$ cat config.mk
export PLATFORM = sky130hd
export DESIGN_NAME = rmq_div_cell
export DESIGN_NICKNAME = d
export VERILOG_FILES = /design/src/hdl/rmq_pkg.sv /design/src/hdl/rmq_div_cell.sv
export SDC_FILE = /design/constraint.sdc
export NUM_CORES = 1
export LEC_CHECK = 0
export BUFFER_PORTS_ARGS = -buffer_cell sky130_fd_sc_hd__buf_2
export CAP_MARGIN = 10
export CORE_AREA = 2 2 212 214
export CTS_CLUSTER_DIAMETER = 80
export DETAILED_ROUTE_END_ITERATION = 16
export DIE_AREA = 0 0 214 216
export PLACE_DENSITY = 0.68
export SETUP_SLACK_MARGIN = 0.15
export SLEW_MARGIN = 20
export SYNTH_ARGS = -nofsm -noshare
export SYNTH_HDL_FRONTEND = slang
export SYNTH_SLANG_ARGS = --single-unit
export TNS_END_PERCENT = 5
$ cat constraint.sdc
create_clock -name clk -period 1.1 [get_ports clk]
set_input_delay 0.055 -clock clk [delete_from_list [all_inputs] [get_ports clk]]
set_output_delay 0.055 -clock clk [all_outputs]
set_load 0.01 [all_outputs]
$ cat src/hdl/rmq_pkg.sv
// rmq_pkg: widths, component codes and pipeline stage types for the
// rotation matrix to quaternion converter. No dependencies.
`timescale 1ns / 1ps

package rmq_pkg;

    localparam int DW        = 32;          // data width, Q2.30
    localparam int FW        = DW - 2;      // fraction bits
    localparam int XW        = DW + 3;      // width of exact sums of entries
    localparam int NW        = DW + 1;      // numerator width (sum of two entries)
    localparam int RADW      = DW + 1;      // radicand width, unsigned
    localparam int SW        = DW;          // root width
    localparam int NBITS     = 2 * DW;      // radicand bits fed to the root chain
    localparam int REMW      = DW + 2;      // root chain remainder width
    localparam int DVW       = DW + 1;      // divisor width (2s)
    localparam int QW        = DW - 1;      // quotient bits below the overflow point
    localparam int LANES     = 3;
    localparam int SQ_CELLS  = SW;
    localparam int DIV_CELLS = QW;

    typedef logic [1:0] comp_t;
    localparam comp_t COMP_X = 2'd0;
    localparam comp_t COMP_Y = 2'd1;
    localparam comp_t COMP_Z = 2'd2;
    localparam comp_t COMP_W = 2'd3;

    typedef struct packed {
        logic [LANES-1:0][NW-1:0] num;
        comp_t                    rsel;
    } rmq_meta_t;

    typedef struct packed {
        logic             valid;
        logic [NBITS-1:0] bits;
        logic [REMW-1:0]  rem;
        logic [SW-1:0]    root;
        rmq_meta_t        meta;
    } rmq_sq_t;

    typedef struct packed {
        logic                      valid;
        logic [LANES-1:0][DVW-1:0] rem;
        logic [LANES-1:0][QW-1:0]  quo;
        logic [LANES-1:0]          nb;
        logic [LANES-1:0]          neg;
        logic [LANES-1:0]          ovf;
        logic [DVW-1:0]            dvs;
        logic                      zero;
        logic [SW-1:0]             half;
        comp_t                     rsel;
    } rmq_dv_t;

endpackage

$ cat src/hdl/rmq_div_cell.sv
// rmq_div_cell: one quotient bit per cell for each of the three lanes.
// Depends on rmq_pkg.
`timescale 1ns / 1ps

module rmq_div_cell
    import rmq_pkg::*;
(
    input  logic    clk,
    input  logic    rst_n,
    input  logic    en,
    input  rmq_dv_t din,
    output rmq_dv_t dout
);

    logic [LANES-1:0][DVW:0] rem2;
    logic [LANES-1:0][DVW:0] diff;
    rmq_dv_t dout_reg, dout_next;

    always_comb
    begin
        dout_next = din;
        for (int l = 0; l < LANES; l++)
        begin
            rem2[l] = {din.rem[l], din.nb[l]};
            diff[l] = rem2[l] - {1'b0, din.dvs};
            if (rem2[l] >= {1'b0, din.dvs})
            begin
                dout_next.rem[l] = diff[l][DVW-1:0];
                dout_next.quo[l] = {din.quo[l][QW-2:0], 1'b1};
            end
            else
            begin
                dout_next.rem[l] = rem2[l][DVW-1:0];
                dout_next.quo[l] = {din.quo[l][QW-2:0], 1'b0};
            end
            dout_next.nb[l] = 1'b0;
        end
    end

    always_ff @(posedge clk or negedge rst_n)
    begin
        if (!rst_n)
        begin
            dout_reg.valid <= 1'b0;
        end
        else if (en)
        begin
            dout_reg <= dout_next;
        end
    end

    assign dout = dout_reg;

endmodule
## After elaboration in Yosys (flattened, before gate mapping)

Index checks and enable logic that the tools add are counted.
Widths: inputs -> output; s select.

- Register bits after elaboration: 267
- Output and inout bits: 270
- Input bits: 273
- Logic and storage cells: 26

- Muxes and demuxes: 6
- Reduce and logical (&&, ||, !) cells: 1
- Magnitude comparators: 3
- $add $sub $neg: 3

Operator list:

| kind | count |
|---|---|
| $ge 34x33->1 | 3 |
| $mux 33 | 3 |
| $sub 33x33->33 | 3 |
| $mux 1 | 3 |
| $reduce_and 2->1 | 1 |

## Longest topological paths before layout

- Depth in word-level cells: 2
- Mapped depth: 14
- Gate-level depth less buffers: 13

## Worst setup path before layout

No wires, ideal clock.

- Path type: input to register
- Start: input en
- End: register dout_reg, in the netlist dout[0] (enable)
- Stages: 1
- Data required time: 441 ps
- Arrival time: 6064 ps
- Path slack: -5623 ps
- Path buffers: 0
- Cell sequence: and2_1

- Longest elaborated chain between the ends: 1

RTL lines:

| item | RTL line | text |
|---|---|---|
| start: declaration | rmq_div_cell.sv:10 | `input logic en,` |
| $reduce_and 2->1 (no source line) | n/a |  |
| end signal: assignment | rmq_div_cell.sv:48 | `dout_reg <= dout_next;` |
| end: declaration | rmq_div_cell.sv:17 | `rmq_dv_t dout_reg, dout_next;` |

Every way passes these cells.
A chain may end at the register's enable or synchronous reset.

==> flow_summary.ini <==
[outcome]
status = finished with violations
violations = setup timing

[final_layout]
multi_input_area_mm2 = 0.00651
area_growth_pct = 75.5
largest_register_ffs = 267
final_core_util_pct = 58.4
regArea_mm2 = 0.00801
fin_nets = 2766
fillerInstances = 3578
final_cell_mix = 513 x buf_2, 379 x buf_4, 268 x dlygate4sd3_1
layout_commonest_cell = buf_2
drive_gt1_share_pct = 47.1

[detailed_routing]
dr_wl_met3_um = 3870
wl_met2_um = 32400
drtAntennaViolNets = 0
wl_met1_um = 23200
firstDrtPassIters = 5
top_layer_used = met5
post_drt_wl_per_cell_um = 21.0
drtIter0Drc = 900
routed_wl_um = 63300
vias = 14600
drcViolationCount = 0
via_per_inst = 4.85

[placement]
gp_congestion = 0.940
pre_cts_ws_ps = -2400
hpwl_um = 48000
io_buffers = 536

[power]
p_sw_mw = 9.53
peakVddDrop_v = 0.000906
p_comb_share_pct = 29.4
seq_power_share_pct = 37.4
clockPowerShare_pct = 33.2
switching_share_pct = 28.3
power_density_mw_per_mm2 = 1320
p_total_mw = 33.7
p_leak_nw = 11.5
intPower_mw = 24.2

[min_path]
hold_class = in2reg
holdPathStages = 3

[critical_path]
critPathBufInv = 5
crit_chain = buf_12 -> inv_12 -> ha_4 -> inv_2 -> fa_2 -> a211oi_2 -> o21ai_2 -> a2111oi_4 -> o21ai_2 -> nand2_2 -> nand2_2 -> a41o_2 -> a2111oi_4 -> buf_6 -> clkbuf_16 -> mux2_4
path_depth = 16
path_class = in2reg
cpPeakStageDelay_ps = 370
r2r_cells = 1
cp_top_family = compound AO/OA/AOI/OAI gates
critPathRequiredTime_ps = 1380
path_max_fanout = 6
endpoint_kind = flip-flop
critical_path_arrival_ps = 3030
cp-start-kind = input pin
slowest_stage = a2111oi_4

[floorplan]
die_y_um = 216
initial_utilization_pct = 33.3
coreArea_mm2 = 0.0438
rows = 77
die_x_um = 214
dieArea_mm2 = 0.0462
num_io_pins = 543

[clock_tree]
h-tree-depth = 2
cts_tree = built
cts.sinks = 267
clk_pin_slew_ps = 60
numCtsBuffers = 35
cts_max_path_buffers = 3
clock_tree.root_cell = clkbuf_16
clk_latency_ps = 530

[timing]
final.setup.worst_slack_ps = -1650
min_period_over_period_pct = 250
maxSlewViolCount = 0
max_freq_mhz = 364
skew_ps = 0
period_needed_ps = 2750
holdWs_ps = 23.3
fin_tns_setup_ps = -142770
slew-limit-headroom_pct = 57.1
tightest_slew_ps = 637
setup_viol = 288
rsz0062_at_grt = true
finalHoldViolations = 0

[yosys]
synth_ff_type = edfxtp_1
synth_area_per_cell_um2 = 12.4
async_flop_share_pct = 0.375
synth-seq-cells = 267
synth_edf_count = 266
synth.distinct_cells = 72
synth_warnings = 0
netlist_area_mm2 = 0.0146
synthCells = 1173
synth-seq-area-share_pct = 54.9

[global_routing]
grt_use_total_pct = 26.5
grt_pass1_vias = 15400
grt_pass1_wl_um = 91900
grt_max_degree = 27
grt-ovfl-total = 0
grt_antenna_before_repair = 23

[run]
maxCapViolCount = 0
-- synthesized netlist by cell type, types with 3 or more instances --
| cell | instances | area share [%] |
|---|---|---|
| xor2_1 | 33 | 2.0 |
| nor2b_1 | 13 | 0.56 |
| mux2_2 | 39 | 3.0 |
| o21ai_0 | 75 | 2.6 |
| and3_1 | 14 | 0.60 |
| nand4_1 | 17 | 0.73 |
| nor4_1 | 5 | 0.21 |
| o21ai_1 | 4 | 0.14 |
| and4_1 | 5 | 0.30 |
| clkbuf_1 | 24 | 0.62 |
| fa_1 | 3 | 0.41 |
| o21a_1 | 14 | 0.72 |
| a21o_1 | 41 | 2.1 |
| mux2_4 | 28 | 2.9 |
| nand2b_1 | 8 | 0.34 |
| buf_2 | 4 | 0.14 |
| a21oi_1 | 90 | 3.1 |
| nor3_1 | 9 | 0.31 |
| nor2_1 | 45 | 1.2 |
| inv_1 | 57 | 1.5 |
| a211oi_1 | 14 | 0.72 |
| o21bai_1 | 17 | 0.87 |
| o31ai_1 | 8 | 0.41 |
| a21boi_0 | 5 | 0.26 |
| mux2i_1 | 3 | 0.21 |
| xnor2_1 | 53 | 3.2 |
| a221oi_1 | 4 | 0.24 |
| buf_4 | 3 | 0.15 |
| ha_1 | 99 | 8.5 |
| nand3_1 | 18 | 0.62 |
| buf_6 | 4 | 0.31 |
| edfxtp_1 | 266 | 55 |
| nand2_1 | 76 | 2.0 |
| and2_1 | 7 | 0.30 |
| a311oi_1 | 3 | 0.18 |
| o211ai_1 | 6 | 0.31 |
| a41oi_1 | 3 | 0.18 |
| a31oi_1 | 14 | 0.60 |
-- stage by stage --
step / cells / cell area [um2]
finish: 3017 / 25600
global route: 3014 / 25600
CTS: 3002 / 25400
detailed placement: 2665 / 21100
floorplan: 1175 / 14600
global placement: 2665 / 21100
-- final timing paths --
path / end / slack, ps / from
setup / recovery: dout[254]$_DFFE_PP_ / -1650 / din[76]
hold / removal: dout[167]$_DFFE_PP_ / 20 / rst_n
setup reg to reg: dout[269]$_DFFE_PN0P_ / 360 / dout[269]$_DFFE_PN0P_
hold reg to reg: dout[269]$_DFFE_PN0P_ / 520 / dout[269]$_DFFE_PN0P_
max in group asynchronous: dout[269]$_DFFE_PN0P_ / 550 / rst_n
min in group asynchronous: dout[269]$_DFFE_PN0P_ / 450 / rst_n
-- per-layer routing --
| metal | GRT usage, % | up-vias |
|---|---|---|
| met3 | 6.03 | 171 |
| met2 | 47.5 | 535 |
| met5 | 0 | - |
| met4 | 16.4 | 24 |
| met1 | 28.3 | 6990 |
| li1 | - | 6927 |
-- area by class of cell --
| cell class | instances | share of cell area, % |
|---|---|---|
| repair buffers | 1215 | 35.0 |
| flip-flops and latches | 267 | 31.3 |
| multi-input cells | 815 | 25.4 |
| clock buffers | 39 | 3.48 |
| well taps | 592 | 2.89 |
| inverters | 57 | 0.899 |
| clock inverters | 21 | 0.850 |
| diodes | 11 | 0.108 |
-- cells by family after synthesis --
kind of cell	after synthesis	synth area share (%)
AO/OA/AOI/OAI	326	14.5
XOR/XNOR	86	5.16
adder cells (fa/ha/maj)	102	8.90
buffers and inverters	93	2.71
flip-flops	267	54.9
multiplexers	70	6.10
other	1	0.0257
AND/OR/NAND/NOR	228	7.68
-- power groups by stage --
| stage | clock, mW | sequential, mW | combinational, mW |
|---|---|---|---|
| 2_1_floorplan | 0 | 13.2 | 3.73 |
| 3_3_place_gp | 0 | 12.8 | 8.47 |
| 3_5_place_dp | 0 | 12.8 | 8.55 |
| 4_1_cts | 11.4 | 12.6 | 9.76 |
| 5_1_grt | 11.8 | 12.7 | 10.6 |
| 6_report | 11.2 | 12.6 | 9.91 |
-- repair_timing --
action,CTS,global route
hold endpoints to repair,266,2
hold buffers,268,2
setup endpoints to repair,369,614
gates cloned,2,1
setup buffers,7,1
pin swaps,32,10
resized for setup,118,30
Note: power is estimated with default switching activity, not from simulation.
