===== src/hdl/rmq_pkg.sv =====
// rmq_pkg: widths, component codes and pipeline stage types for the
// rotation matrix to quaternion converter. No dependencies.
`timescale 1ns / 1ps

package rmq_pkg;

    localparam int DW        = 32;          // data width, Q2.30
    localparam int FW        = DW - 2;      // fraction bits
    localparam int XW        = DW + 3;      // width of exact sums of entries
    localparam int NW        = DW + 1;      // numerator width (sum of two entries)
    localparam int RADW      = DW + 1;      // radicand width, unsigned
    localparam int SW        = DW;          // root width
    localparam int NBITS     = 2 * DW;      // radicand bits fed to the root chain
    localparam int REMW      = DW + 2;      // root chain remainder width
    localparam int DVW       = DW + 1;      // divisor width (2s)
    localparam int QW        = DW - 1;      // quotient bits below the overflow point
    localparam int LANES     = 3;
    localparam int SQ_CELLS  = SW;
    localparam int DIV_CELLS = QW;

    typedef logic [1:0] comp_t;
    localparam comp_t COMP_X = 2'd0;
    localparam comp_t COMP_Y = 2'd1;
    localparam comp_t COMP_Z = 2'd2;
    localparam comp_t COMP_W = 2'd3;

    typedef struct packed {
        logic [LANES-1:0][NW-1:0] num;
        comp_t                    rsel;
    } rmq_meta_t;

    typedef struct packed {
        logic             valid;
        logic [NBITS-1:0] bits;
        logic [REMW-1:0]  rem;
        logic [SW-1:0]    root;
        rmq_meta_t        meta;
    } rmq_sq_t;

    typedef struct packed {
        logic                      valid;
        logic [LANES-1:0][DVW-1:0] rem;
        logic [LANES-1:0][QW-1:0]  quo;
        logic [LANES-1:0]          nb;
        logic [LANES-1:0]          neg;
        logic [LANES-1:0]          ovf;
        logic [DVW-1:0]            dvs;
        logic                      zero;
        logic [SW-1:0]             half;
        comp_t                     rsel;
    } rmq_dv_t;

endpackage


===== src/hdl/rmq_sqrt_cell.sv =====
// rmq_sqrt_cell: one root digit per cell, restoring square root.
// Depends on rmq_pkg.
`timescale 1ns / 1ps

module rmq_sqrt_cell
    import rmq_pkg::*;
(
    input  logic    clk,
    input  logic    rst_n,
    input  logic    en,
    input  rmq_sq_t din,
    output rmq_sq_t dout
);

    logic [REMW+1:0] rem2, trial, diff;
    rmq_sq_t dout_reg, dout_next;

    always_comb
    begin
        dout_next      = din;
        rem2           = {din.rem, din.bits[NBITS-1 -: 2]};
        trial          = {{(REMW-SW){1'b0}}, din.root, 2'b01};
        diff           = rem2 - trial;
        dout_next.bits = {din.bits[NBITS-3:0], 2'b00};
        if (rem2 >= trial)
        begin
            dout_next.rem  = diff[REMW-1:0];
            dout_next.root = {din.root[SW-2:0], 1'b1};
        end
        else
        begin
            dout_next.rem  = rem2[REMW-1:0];
            dout_next.root = {din.root[SW-2:0], 1'b0};
        end
    end

    always_ff @(posedge clk or negedge rst_n)
    begin
        if (!rst_n)
        begin
            dout_reg.valid <= 1'b0;
        end
        else if (en)
        begin
            dout_reg <= dout_next;
        end
    end

    assign dout = dout_reg;

endmodule


===== config.mk =====
export PLATFORM = sky130hd
export DESIGN_NAME = rmq_sqrt_cell
export DESIGN_NICKNAME = d
export VERILOG_FILES = /design/src/hdl/rmq_pkg.sv /design/src/hdl/rmq_sqrt_cell.sv
export SDC_FILE = /design/constraint.sdc
export NUM_CORES = 1
export LEC_CHECK = 0
export BUFFER_PORTS_ARGS = -buffer_cell sky130_fd_sc_hd__buf_2
export CAP_MARGIN = 20
export CORE_AREA = 10 10 174 176
export DETAILED_ROUTE_END_ITERATION = 8
export DIE_AREA = 0 0 184 186
export GPL_ROUTABILITY_DRIVEN = 0
export GPL_TIMING_DRIVEN = 1
export PLACE_DENSITY = 0.72
export SKIP_LAST_GASP = 1
export SYNTH_ARGS = -nofsm -noshare
export SYNTH_HDL_FRONTEND = slang
export SYNTH_SLANG_ARGS = --single-unit

===== constraint.sdc =====
create_clock -name clk -period 1.45 [get_ports clk]
set_clock_uncertainty 0.2 [all_clocks]
set_input_delay 0 -clock clk [delete_from_list [all_inputs] [get_ports clk]]
set_output_delay 0 -clock clk [all_outputs]
set_load 0.1 [all_outputs]

==> After elaboration in Yosys (flattened, before gate mapping) <==
Index checks and enable logic that the tools add are counted.
{ "totals": {"reg_bits": 230, "input_bits": 235, "output_inout_bits": 232, "wordCells": 12} }
{ "classes": {"addsub": 1, "n_lt_le_gt_ge": 1, "n_mux": 1, "n_reduce_logical": 1} }
{ "ops": {"columns": ["op", "n"], "rows": [
  ["66-bit 2-to-1 mux", 1],
  ["36-bit by 34-bit greater-or-equal comparator with 1-bit output", 1],
  ["34-bit subtractor", 1],
  ["2-bit AND reduction", 1]
]} }

==> Longest topological paths before layout <==
{ "logic_depth": {"ltp_word": 2, "depth_mapped": 13, "ltp_nobuf": 10} }

==> Worst setup path before layout <==
OpenSTA, ideal clock, no wires.
{ "synth_timing": {"kind": "input to register", "start": "input port en", "end": "register dout_reg, in the netlist dout[0] (enable)", "setup_time_ns": 0.617, "t_arrival_ns": 5.184, "required_ns": 0.633, "setup_slack_ns": -4.551, "stages": 1, "path_buffers": 0, "path_cell_list": "and2_1"} }
{ "synth_between": {"elab_chain_cells": 1} }
{ "synth_lines": {"columns": ["item", "line", "source"], "rows": [
  ["start: declaration", "rmq_sqrt_cell.sv:10", "input logic en,"],
  ["2-bit AND reduction (no line)", null, null],
  ["end signal: assignment", "rmq_sqrt_cell.sv:45", "dout_reg <= dout_next;"],
  ["end: declaration", "rmq_sqrt_cell.sv:16", "rmq_sq_t dout_reg, dout_next;"]
]} }
Every way passes these cells.
A chain may end at the register's enable or synchronous reset.

==> flow_metrics.env <==
export IMPL_critPathKind="primary input to flip-flop"
export IMPL_synth_top_family_by_area="compound AO/OA/AOI/OAI gates"
export IMPL_largest_reg_flops=230
export IMPL_n_fill_cell=1640
export IMPL_dp_final_hpwl_mm=29.7
export IMPL_rsz0062_at_grt="yes"
export IMPL_drv_cap=0
export IMPL_root_buffer="clkbuf_16"
export IMPL_grt_pass1_vias=10300
export IMPL_h_tree_depth=1
export IMPL_min_to="dout[107]"
export IMPL_syn_to_final_growth_pct=104
export IMPL_hold_viol=15
export IMPL_slew_headroom_pct=67.0
export IMPL_grt_start_max_net_pins=46
export IMPL_ir_drop_mv=0.943
export IMPL_synth_cell_types=64
export IMPL_vias_per_cell=4.96
export IMPL_pin_count=467
export IMPL_ys_warn_count=0
export IMPL_reg2regPathDepth=1
export IMPL_fp_dieW_um=184
export IMPL_power_leakage_nw=8.19
export IMPL_tightest_slew_ps=491
export IMPL_ff_latch_area_mm2=0.00690
export IMPL_synth_flop_cell="edfxtp_1"
export IMPL_clkPwrFrac_pct=30.4
export IMPL_power_frac_seq_pct=35.3
export IMPL_power_per_cell_area_mw_per_mm2=1200
export IMPL_synth_seq_cells=230
export IMPL_grt_pass1_wl_mm=68.5
export IMPL_track_usage_pct=27.0
export IMPL_drc=0
export IMPL_grt_overflow_total=0
export IMPL_crit_family="compound AO/OA/AOI/OAI gates"
export IMPL_synthMuxAreaShare_pct=0.706
export IMPL_fin_crit_sh_pct=145
export IMPL_wirelength_mm=49.4
export IMPL_drive_gt1_share_pct=48.2
export IMPL_worstSetupEndpointType="flip-flop"
export IMPL_start_util_pct=35.1
export IMPL_ant_nets=0
export IMPL_comb_power_share_pct=34.3
export IMPL_synth_xor_area_share_pct=2.52
export IMPL_worst_slack_ps=-652
export IMPL_ys_seq_area_share_pct=73.5
export IMPL_postSynthAreaPerCell_um2=15.4
export IMPL_power_internal_w=0.0147
export IMPL_synth_compound_area_share_pct=9.93
export IMPL_synthSimpleGateAreaFrac_pct=6.04
export IMPL_path_cells="buf_12, inv_12, ha_4, nor2b_4, o31a_1, o21ai_1, o211ai_1, a211oi_2, o21a_4, buf_8, bufbuf_16, o21ai_1"
export IMPL_clock_path_buffers=3
export IMPL_power_switching_w=0.00828
export IMPL_reg2reg_from="dout[231]"
export IMPL_drt_pass1_iter_count=5
export IMPL_nets=1847
export IMPL_crit_fanout=6
export IMPL_regToRegSetupSlack_ps=440
export IMPL_reg2reg_to="dout[231]"
export IMPL_whs_ps=-538
export IMPL_num_vias=9667
export IMPL_dieArea_mm2=0.0342
export IMPL_hold_path_depth=1
export IMPL_switching_share_pct=36.0
export IMPL_slowest_delay_ps=300
export IMPL_start_kind="primary input"
export IMPL_synthAdderAreaFrac_pct=4.53
export IMPL_synthArstFlopShare_pct=0.435
export IMPL_cts_tree="done"
export IMPL_drtIter0Drc=804
export IMPL_hold_path_class="primary input to flip-flop"
export IMPL_die_height_um=186
export IMPL_netlist_instances=611
export IMPL_core_area_mm2=0.0267
export IMPL_worstPathArrival_ps=2170
export IMPL_clkSinkCount=230
export IMPL_crit_buf_inv=4
export IMPL_rows=60
export IMPL_status="finished, violations left"
export IMPL_min_from="din[106]"
export IMPL_synth_edf_count=229
export IMPL_dp_slack_ps=-1150
export IMPL_worstPathRequired_ps=1510
export IMPL_stdcell_count=1948
export IMPL_wl_per_cell_um=25.3
export IMPL_setup_viol=36
export IMPL_multi_input_area_mm2=0.00282
export IMPL_dp_cells=1523
export IMPL_period_needed_ps=2100
export IMPL_antenna_found_initial=8
export IMPL_critical_path_slowest_cell="o31a_1"
export IMPL_clk_latency_ps=520
export IMPL_max_freq_ghz=0.476
export IMPL_worst_path_most_repeated_cell="o21ai_1"
export IMPL_numCtsBuffers=26
export IMPL_syn_area_mm2=0.00939
export IMPL_port_buffers=464
export IMPL_final_max_slew_viol_count=0
export IMPL_clk_pin_slew_ps=60
export IMPL_violations="negative hold slack, negative setup slack"
==> what timing repair did <==
action | CTS | global route
pin swaps | 32 | 20
buffers inserted | 27 | 7
endpoints found under the hold margin | 303 | 30
cloned | 6 | 1
hold buffers | 313 | 21
gates resized for setup | 297 | 44
endpoints found under the setup margin | 260 | 39
==> cell usage after synthesis (2+ instances only) <==
cell type	n	share of area, %
a21oi_1	28	1.5
inv_1	42	1.7
clkbuf_2	2	0.11
o211ai_1	2	0.16
xnor2_1	14	1.3
a21o_1	19	1.5
ha_1	34	4.5
o41ai_2	3	0.52
nor3_1	10	0.53
a31o_1	2	0.19
xor2_1	13	1.2
o31ai_1	4	0.32
o21ai_0	41	2.2
and2_2	2	0.16
a21boi_0	2	0.16
nand3_1	6	0.32
o31a_1	2	0.19
o21a_1	3	0.24
buf_2	6	0.32
clkbuf_1	4	0.16
nor2_1	18	0.72
o221ai_1	2	0.19
buf_4	2	0.16
and3_1	2	0.13
and2_1	4	0.27
nand4_1	6	0.40
o21ai_1	4	0.21
nand2_1	58	2.3
edfxtp_1	229	73
mux2i_1	4	0.43
and3_2	3	0.24
nand2b_1	5	0.33
a31oi_1	4	0.27
==> cell families after synthesis <==
kind of cell | after synthesis
multiplexers | 6
adder cells (fa/ha/maj) | 34
AND/OR/NAND/NOR | 121
AO/OA/AOI/OAI | 133
XOR/XNOR | 27
flip-flops | 230
other | 1
buffers and inverters | 59
==> final cells by class <==
cell class | instances | share of cell area (%)
clock inverter | 14 | 0.982
antenna | 9 | 0.118
inverter | 43 | 1.01
sequential | 230 | 36.1
tap | 341 | 2.23
timing repair buffer | 954 | 41.0
multi-input combinational | 323 | 14.8
clock buffer | 34 | 3.78
==> worst max path at each step <==
stage / start / to / slack, ps / depth (start not counted)
6_report: din[101] / dout[140] / -650 / 12
5_1_grt: din[101] / dout[140] / -670 / 12
4_1_cts: din[104] / dout[166] / -500 / 12
3_5_place_dp: din[116] / dout[160] / -1150 / 11
3_3_place_gp: din[101] / dout[166] / -1130 / 11
2_1_floorplan: din[142] / dout[160] / -830 / 9
==> cells in the final DEF, fill, tap and decap left out, types with 8 or more instances in the layout <==
| cell type | n |
|---|---|
| buf_2 | 216 |
| o21ai_0 | 12 |
| a21oi_1 | 19 |
| ha_1 | 11 |
| ha_4 | 22 |
| a21o_1 | 18 |
| nand2_1 | 48 |
| buf_6 | 25 |
| buf_12 | 12 |
| nor2_1 | 13 |
| xor2_1 | 12 |
| inv_2 | 8 |
| edfxtp_1 | 229 |
| clkbuf_16 | 28 |
| buf_4 | 357 |
| o21ai_1 | 29 |
| dlygate4sd3_1 | 334 |
| diode_2 | 9 |
| inv_1 | 28 |
| xnor2_1 | 13 |
| nor3_1 | 9 |
==> stage by stage <==
stage                     utilization [%]  total power (W)  area, um2  setup TNS [ps]
after floorplan                         -           0.0129       9850         -206110
after global placement               50.4           0.0144      13500          -36210
after detailed placement             50.4           0.0145      13500          -38550
after CTS                            70.0           0.0227      18700          -15210
after global routing                 71.5           0.0236      19100          -19600
final                                71.5           0.0230      19100          -18240
==> power by group through the flow <==
stage	registers, W	clock network [W]	logic [W]
final	0.00812	0.00700	0.00790
after CTS	0.00806	0.00706	0.00756
after detailed placement	0.00816	0	0.00631
after floorplan	0.0116	0	0.00124
after global routing	0.00815	0.00735	0.00815
after global placement	0.00816	0	0.00625
==> routing by layer <==
layer  wire length, um  global-route usage, %  share of wire (%)
met1             17200                   29.5                 35
met3              4420                   7.41                9.0
met2             24400                   45.9                 49
met5                31                      0              0.063
met4              3280                   16.9                6.6
(Power assumes the default switching activity.)
